<file path="src/rtl/core/roberts_cross_edge_magnitude_unit_assert.svh">
// Assertion macros for the Roberts cross edge magnitude unit.
`ifndef ROBERTS_CROSS_EDGE_MAGNITUDE_UNIT_ASSERT_SVH
`define ROBERTS_CROSS_EDGE_MAGNITUDE_UNIT_ASSERT_SVH

`ifndef ASSERT_OFF
`define RCEM_ASSERT_SAME(label, clk, rst_n, ante, cons) \
    label: assert property (@(posedge clk) disable iff (!rst_n) (ante) |-> (cons)) \
        else $error("rcem check failed");
`define RCEM_ASSERT_NEXT(label, clk, rst_n, ante, cons) \
    label: assert property (@(posedge clk) disable iff (!rst_n) (ante) |=> (cons)) \
        else $error("rcem check failed");
`else
`define RCEM_ASSERT_SAME(label, clk, rst_n, ante, cons)
`define RCEM_ASSERT_NEXT(label, clk, rst_n, ante, cons)
`endif

`endif

</file>
<file path="src/rtl/core/rcem_pkg.sv">
// Shared types and constants for the Roberts cross edge magnitude unit.
`default_nettype none

package rcem_pkg;

    localparam int PIX_W            = 8;
    localparam int LINE_W_BITS      = 11;
    localparam int MIN_WIDTH        = 2;
    localparam logic [LINE_W_BITS-1:0] LINE_WIDTH_RESET = 11'd512;
    localparam int ENERGY_W         = 17;
    localparam int ROOT_W           = (ENERGY_W + 1) / 2;
    localparam int MAG_W            = 8;
    localparam logic [MAG_W-1:0] MAG_MAX = 8'hFF;

    typedef struct packed {
        logic accept;
        logic load;
        logic square;
        logic out_load;
    } t_cmd;

    typedef struct packed {
        logic emit;
        logic root_done;
        logic out_free;
    } t_stat;

endpackage

`default_nettype wire

</file>
<file path="src/rtl/core/rcem_ctrl.sv">
// Controller state machine sequencing one pixel word at a time.
`default_nettype none

module rcem_ctrl (
    input  wire logic            i_clk,
    input  wire logic            i_rst_n,
    input  wire logic            i_in_valid,
    output logic                 o_in_ready,
    input  wire rcem_pkg::t_stat i_stat,
    output rcem_pkg::t_cmd       o_cmd
);
    import rcem_pkg::*;

    typedef enum logic [2:0] {
        S_IDLE,
        S_LOAD,
        S_SQUARE,
        S_ROOT,
        S_HOLD
    } t_state;

    t_state r_state, n_state;

    always_comb begin
        n_state        = r_state;
        o_in_ready     = 1'b0;
        o_cmd.accept   = 1'b0;
        o_cmd.load     = 1'b0;
        o_cmd.square   = 1'b0;
        o_cmd.out_load = 1'b0;
        unique case (r_state)
            S_IDLE: begin
                o_in_ready   = 1'b1;
                o_cmd.accept = i_in_valid;
                if (i_in_valid) begin
                    n_state = S_LOAD;
                end
            end
            S_LOAD: begin
                o_cmd.load = 1'b1;
                n_state    = i_stat.emit ? S_SQUARE : S_IDLE;
            end
            S_SQUARE: begin
                o_cmd.square = 1'b1;
                n_state      = S_ROOT;
            end
            S_ROOT: begin
                if (i_stat.root_done) begin
                    if (i_stat.out_free) begin
                        o_cmd.out_load = 1'b1;
                        n_state        = S_IDLE;
                    end else begin
                        n_state = S_HOLD;
                    end
                end
            end
            S_HOLD: begin
                if (i_stat.out_free) begin
                    o_cmd.out_load = 1'b1;
                    n_state        = S_IDLE;
                end
            end
            default: begin
                n_state = S_IDLE;
            end
        endcase
    end

    always_ff @(posedge i_clk) begin
        if (!i_rst_n) begin
            r_state <= S_IDLE;
        end else begin
            r_state <= n_state;
        end
    end

endmodule

`default_nettype wire

</file>
<file path="config.mk">
export PLATFORM = sky130hd
export DESIGN_NAME = rcem_ctrl
export DESIGN_NICKNAME = d
export VERILOG_FILES = /design/src/rtl/core/roberts_cross_edge_magnitude_unit_assert.svh /design/src/rtl/core/rcem_pkg.sv /design/src/rtl/core/rcem_ctrl.sv
export SDC_FILE = /design/constraint.sdc
export NUM_CORES = 1
export LEC_CHECK = 0
export BUFFER_PORTS_ARGS = -buffer_cell sky130_fd_sc_hd__buf_2
export CORE_AREA = 2 2 39 41
export DETAILED_ROUTE_END_ITERATION = 8
export DIE_AREA = 0 0 41 43
export SYNTH_ARGS = -nofsm -noshare
export SYNTH_HDL_FRONTEND = slang
export SYNTH_SLANG_ARGS = --single-unit
</file>
<file path="constraint.sdc">
create_clock -name i_clk -period 2.4 [get_ports i_clk]
set_input_delay 0.48 -clock i_clk [delete_from_list [all_inputs] [get_ports i_clk]]
set_output_delay 0.48 -clock i_clk [all_outputs]
set_load 0.01 [all_outputs]
</file>
# Word level (Yosys, flattened, before mapping)
# Index checks and enable logic that the tools add are counted.
[totals]
in_bits = 6
latchBits = 0
mem_bits_ro = 0
memories = 0
elab_cells = 23
ff_bits = 3
mem_bits_rw = 0
[op_classes]
n_bitwise = 0
div = 0
shifts = 0
eq_ne = 7
muxes = 13
n_addsub = 0
multipliers = 0
order_cmp = 0
n_reduce_logical = 2
[ops]
columns = ["op", "n"]
rows = [
  ["3-bit one-hot mux with 5 select lines", 1],
  ["3-bit two-way mux", 4],
  ["3-bit by 2-bit equality test with 1-bit output, second input constant", 2],
  ["1-bit two-way mux", 6],
  ["2-bit != test, second input constant", 3],
  ["3-bit by 1-bit equality test with 1-bit output, second input constant", 1],
  ["3-bit equality test, second input constant", 1],
  ["3-bit zero test", 1],
  ["3-bit AND reduction", 1],
  ["2-bit two-way mux", 1],
  ["1-bit one-hot mux with 2 select lines", 1],
]

# Longest topological paths before layout
[depth]
ltp_word = 3
ltp_mapped = 2
ltp_nobuf = 2

# Worst setup path before layout
# No wires, ideal clock.
[synth_timing]
path_kind = "reg-to-output"
start = "register r_state[2]"
end = "output o_cmd[0] in the netlist's numbering"
n_path_buf = 0
stages_incl_launch_ff = 3
required_ns = 1.920
t_arrival_ns = 0.924
setup_slack_ns = 0.996
path_cell_list = "dfxtp_1 -> or3b_4 -> a21boi_2"
[synth_rtl]
columns = ["item", "line", "rtl"]
rows = [
  ["from (decl)", "rcem_ctrl.sv:22", "t_state r_state, n_state;"],
  ["from (signal assigned)", "rcem_ctrl.sv:73", "r_state <= n_state;"],
  ["to (decl)", "rcem_ctrl.sv:10", "output rcem_pkg::t_cmd o_cmd"],
]

==> Implementation_results.wiki <==
{| class="wikitable"
! Metric !! Value
|-
| Synthesized net count || 24
|-
| Status || finished clean
|-
| Number of synthesized register bits || 3
|-
| Buffers inserted by post-CTS timing repair || 0
|-
| Delay of the slowest cell on the worst path || 0.41 ns
|-
| Worst setup slack after placement || 0.886 ns
|-
| Number of nets in the finished design || 39
|-
| Slowest cell on the critical path || sky130_fd_sc_hd__or3b_4
|-
| Placement row count || 14
|-
| Sum of buffers and inverters on the critical path || 1
|-
| Final critical-path share of the clock period || 0.729
|-
| Register with the highest flop count || r_state
|-
| Number of buffers inserted for hold repair after clock tree synthesis || 0
|-
| Die Width || 41 µm
|-
| Number of enable flip-flop cells after synthesis || 0
|-
| DIE AREA || 0.00176 mm²
|-
| DRT Pass-1 Iters || 4
|-
| Sequential element share of the synthesized area || 0.348
|-
| CTS HTree Levels || 1
|-
| Commonest cells post-synth || sky130_fd_sc_hd__dfxtp_1 (3), sky130_fd_sc_hd__nand2b_1 (3), sky130_fd_sc_hd__a21oi_1 (2), sky130_fd_sc_hd__nor3b_1 (2)
|-
| Placed cell areas || 243 µm²
|-
| Synth async-reset ratio || 0
|-
| DR vias || 182
|-
| Area of the multi-input gates || 113 µm²
|-
| Antenna cells || 0
|-
| Actual transition at the worst max-transition pin || 0.222 ns
|-
| Final-layout worst hold slack || 0.514 ns
|-
| Starting density of the core || 0.125
|-
| Wire length of the first global-routing pass || 579 µm
|-
| Total setup violations reported at the end of the flow || 0
|-
| Largest fanout on the critical path || 6
|-
| Main synth FF type || sky130_fd_sc_hd__dfxtp_1
|-
| Post-route DRC || 0
|-
| Library cell with the largest summed area after synthesis || sky130_fd_sc_hd__dfxtp_1
|-
| Maximum vdd drop || 0.127 mV
|-
| Startpoint types || register
|-
| Wire length per cell after detailed routing || 7.88 µm
|-
| Count of pins over their slew limit || 0
|-
| Maximum clock frequency || 572 MHz
|-
| Area of all placed cells without fillers || 269 µm²
|-
| Arrival time at the worst endpoint || 1.27 ns
|-
| Share of cells above drive strength 1 || 0.531
|-
| Remaining antenna violation count || 0
|-
| Post-route setup TNS || 0 ns
|-
| Synthesized area per cell || 9.59 µm²
|-
| Initial antenna violation count || 0
|-
| Global placement routability congestion || 0.600
|-
| Proportion of netlist area held by the largest area contributor || 0.348
|-
| Max-capacitance violation count || 0
|-
| I/O Pins || 11
|-
| Area contributors post-synth || sky130_fd_sc_hd__dfxtp_1 (35%), sky130_fd_sc_hd__nand2b_1 (11%), sky130_fd_sc_hd__nor3b_1 (8.7%)
|-
| Worst clock skew || 0.00222 ns
|-
| Vias in the first global route || 166
|-
| Maximum root-to-sink buffer count || 2
|-
| Detail-routed via count per cell || 3.79
|-
| Core area || 0.00138 mm²
|-
| Least setup slack across all paths after layout || 0.651 ns
|-
| Mapped Area || 173 µm²
|-
| Endpoint type of the worst setup path || output pin
|-
| Synth cell types || 12
|-
| Biggest regs || r_state (3)
|-
| Flip-flop count of the largest register, all copies and words added || 3
|-
| Post-cts sizing count || 0
|-
| Post-Synthesis Cells || 18
|-
| Maximum number of pins on one net before global-route repair || 9
|-
| Count of filler cells inserted in the layout || 162
|-
| Count of routing violations after the opening detailed-route iteration || 1
|-
| Time the final worst path needs with I/O delays and setup || 1.75 ns
|-
| Ratio of total power to cell area || 617 mW/mm²
|-
| Global route overflow || 0
|-
| Rel. slew slack || 0.851
|-
| Path category of the worst min-delay check || in -> reg
|-
| Root buffer cell || sky130_fd_sc_hd__clkbuf_4
|-
| CTS sink count || 3
|-
| All-Layer GR Usage || 0.0531
|-
| Series of cell instances along the critical path || or3b_4 > a21boi_2 > buf_2
|-
| Clock tree from TritonCTS || yes
|-
| TritonCTS Buffers || 3
|-
| Die Ht || 43 µm
|-
| HPWL Detailed || 305 µm
|-
| Post-route core utilization || 0.194
|-
| Critical path's top delay family || simple AND/OR/NAND/NOR gates
|-
| Number of hold violations in the final report || 0
|-
| Leakage power summed over all cells || 0.000116 µW
|-
| Signed area change from the synthesized netlist to the final layout || 55.8%
|-
| Required time of the worst setup path || 1.92 ns
|-
| Critical Setup Path Class || reg -> out
|-
| Clock-pin slew reported for the worst setup and hold paths after clock tree synthesis || 0.03 ns
|-
| RSZ-0062 raised after global routing || false
|-
| Register area || 60.1 µm²
|-
| Clock insertion delay at the later pin of the skew report || 0.23 ns
|-
| PortBufs || 10
|-
| Warnings from Yosys || 0
|-
| Total routed wirelength || 378 µm
|}
[final cells by class]
type,count,share of cell area
Clock buffer,4,0.0977
Multi-Input combinational cell,15,0.419
Sequential cell,3,0.223
Tap cell,16,0.0744
Timing Repair Buffer,10,0.186
[worst reg2reg max path, delay by kind of cell (launching register included)]
family             cells  cell delay, ns
DFF                    1            0.39
and+or+nand+nor        1            0.41
AOI/OAI and AO/OA      1            0.11
[layout by cell type, fill, tap and decap left out]
| master | count |
|---|---|
| sky130_fd_sc_hd__nor3_1 | 1 |
| sky130_fd_sc_hd__nor3b_1 | 2 |
| sky130_fd_sc_hd__a21oi_1 | 2 |
| sky130_fd_sc_hd__nand4b_1 | 1 |
| sky130_fd_sc_hd__a21oi_2 | 1 |
| sky130_fd_sc_hd__nand3b_1 | 1 |
| sky130_fd_sc_hd__or3b_4 | 1 |
| sky130_fd_sc_hd__a21bo_2 | 1 |
| sky130_fd_sc_hd__clkbuf_4 | 3 |
| sky130_fd_sc_hd__dfxtp_1 | 3 |
| sky130_fd_sc_hd__and2_1 | 1 |
| sky130_fd_sc_hd__a21boi_2 | 1 |
| sky130_fd_sc_hd__buf_2 | 10 |
| sky130_fd_sc_hd__clkbuf_1 | 1 |
| sky130_fd_sc_hd__nand2b_1 | 3 |
[cells by family after synthesis]
| kind of cell | Yosys count | synth area share |
|---|---|---|
| AOI/OAI and AO/OA | 5 | 0.232 |
| DFF | 3 | 0.348 |
| and+or+nand+nor | 10 | 0.420 |
[metal layers]
layer  vias up  global-route usage  part of all wire
met2         7              0.0656              0.43
met3         0              0.0471              0.12
met1        81              0.0543              0.45
met4         0              0.0400                 0
li1         94                   -                 -
met5         -                   0                 0
[metrics by stage]
stage               std cells  total power [µW]
floorplan                  18              69.5
global placement           44              80.7
detailed placement         44              81.0
CTS                        48               171
global route               48               180
finish                     48               166
[report_power, final]
part | switching, µW | internal [µW]
Sequential | 3.76 | 52.5
Clock | 24.0 | 62.2
Combinational | 10.4 | 13.2
[path summary, 6_finish.rpt]
kind                      to  cells after the start  startpoint  slack [ns]
setup / recovery    o_cmd[0]                      3  r_state[2]        0.65
hold / removal    r_state[2]                      3     i_rst_n        0.51
hold reg to reg   r_state[1]                      2  r_state[0]        0.57
setup reg to reg  r_state[2]                      2  r_state[2]        1.43
(Power assumes the default switching activity.)
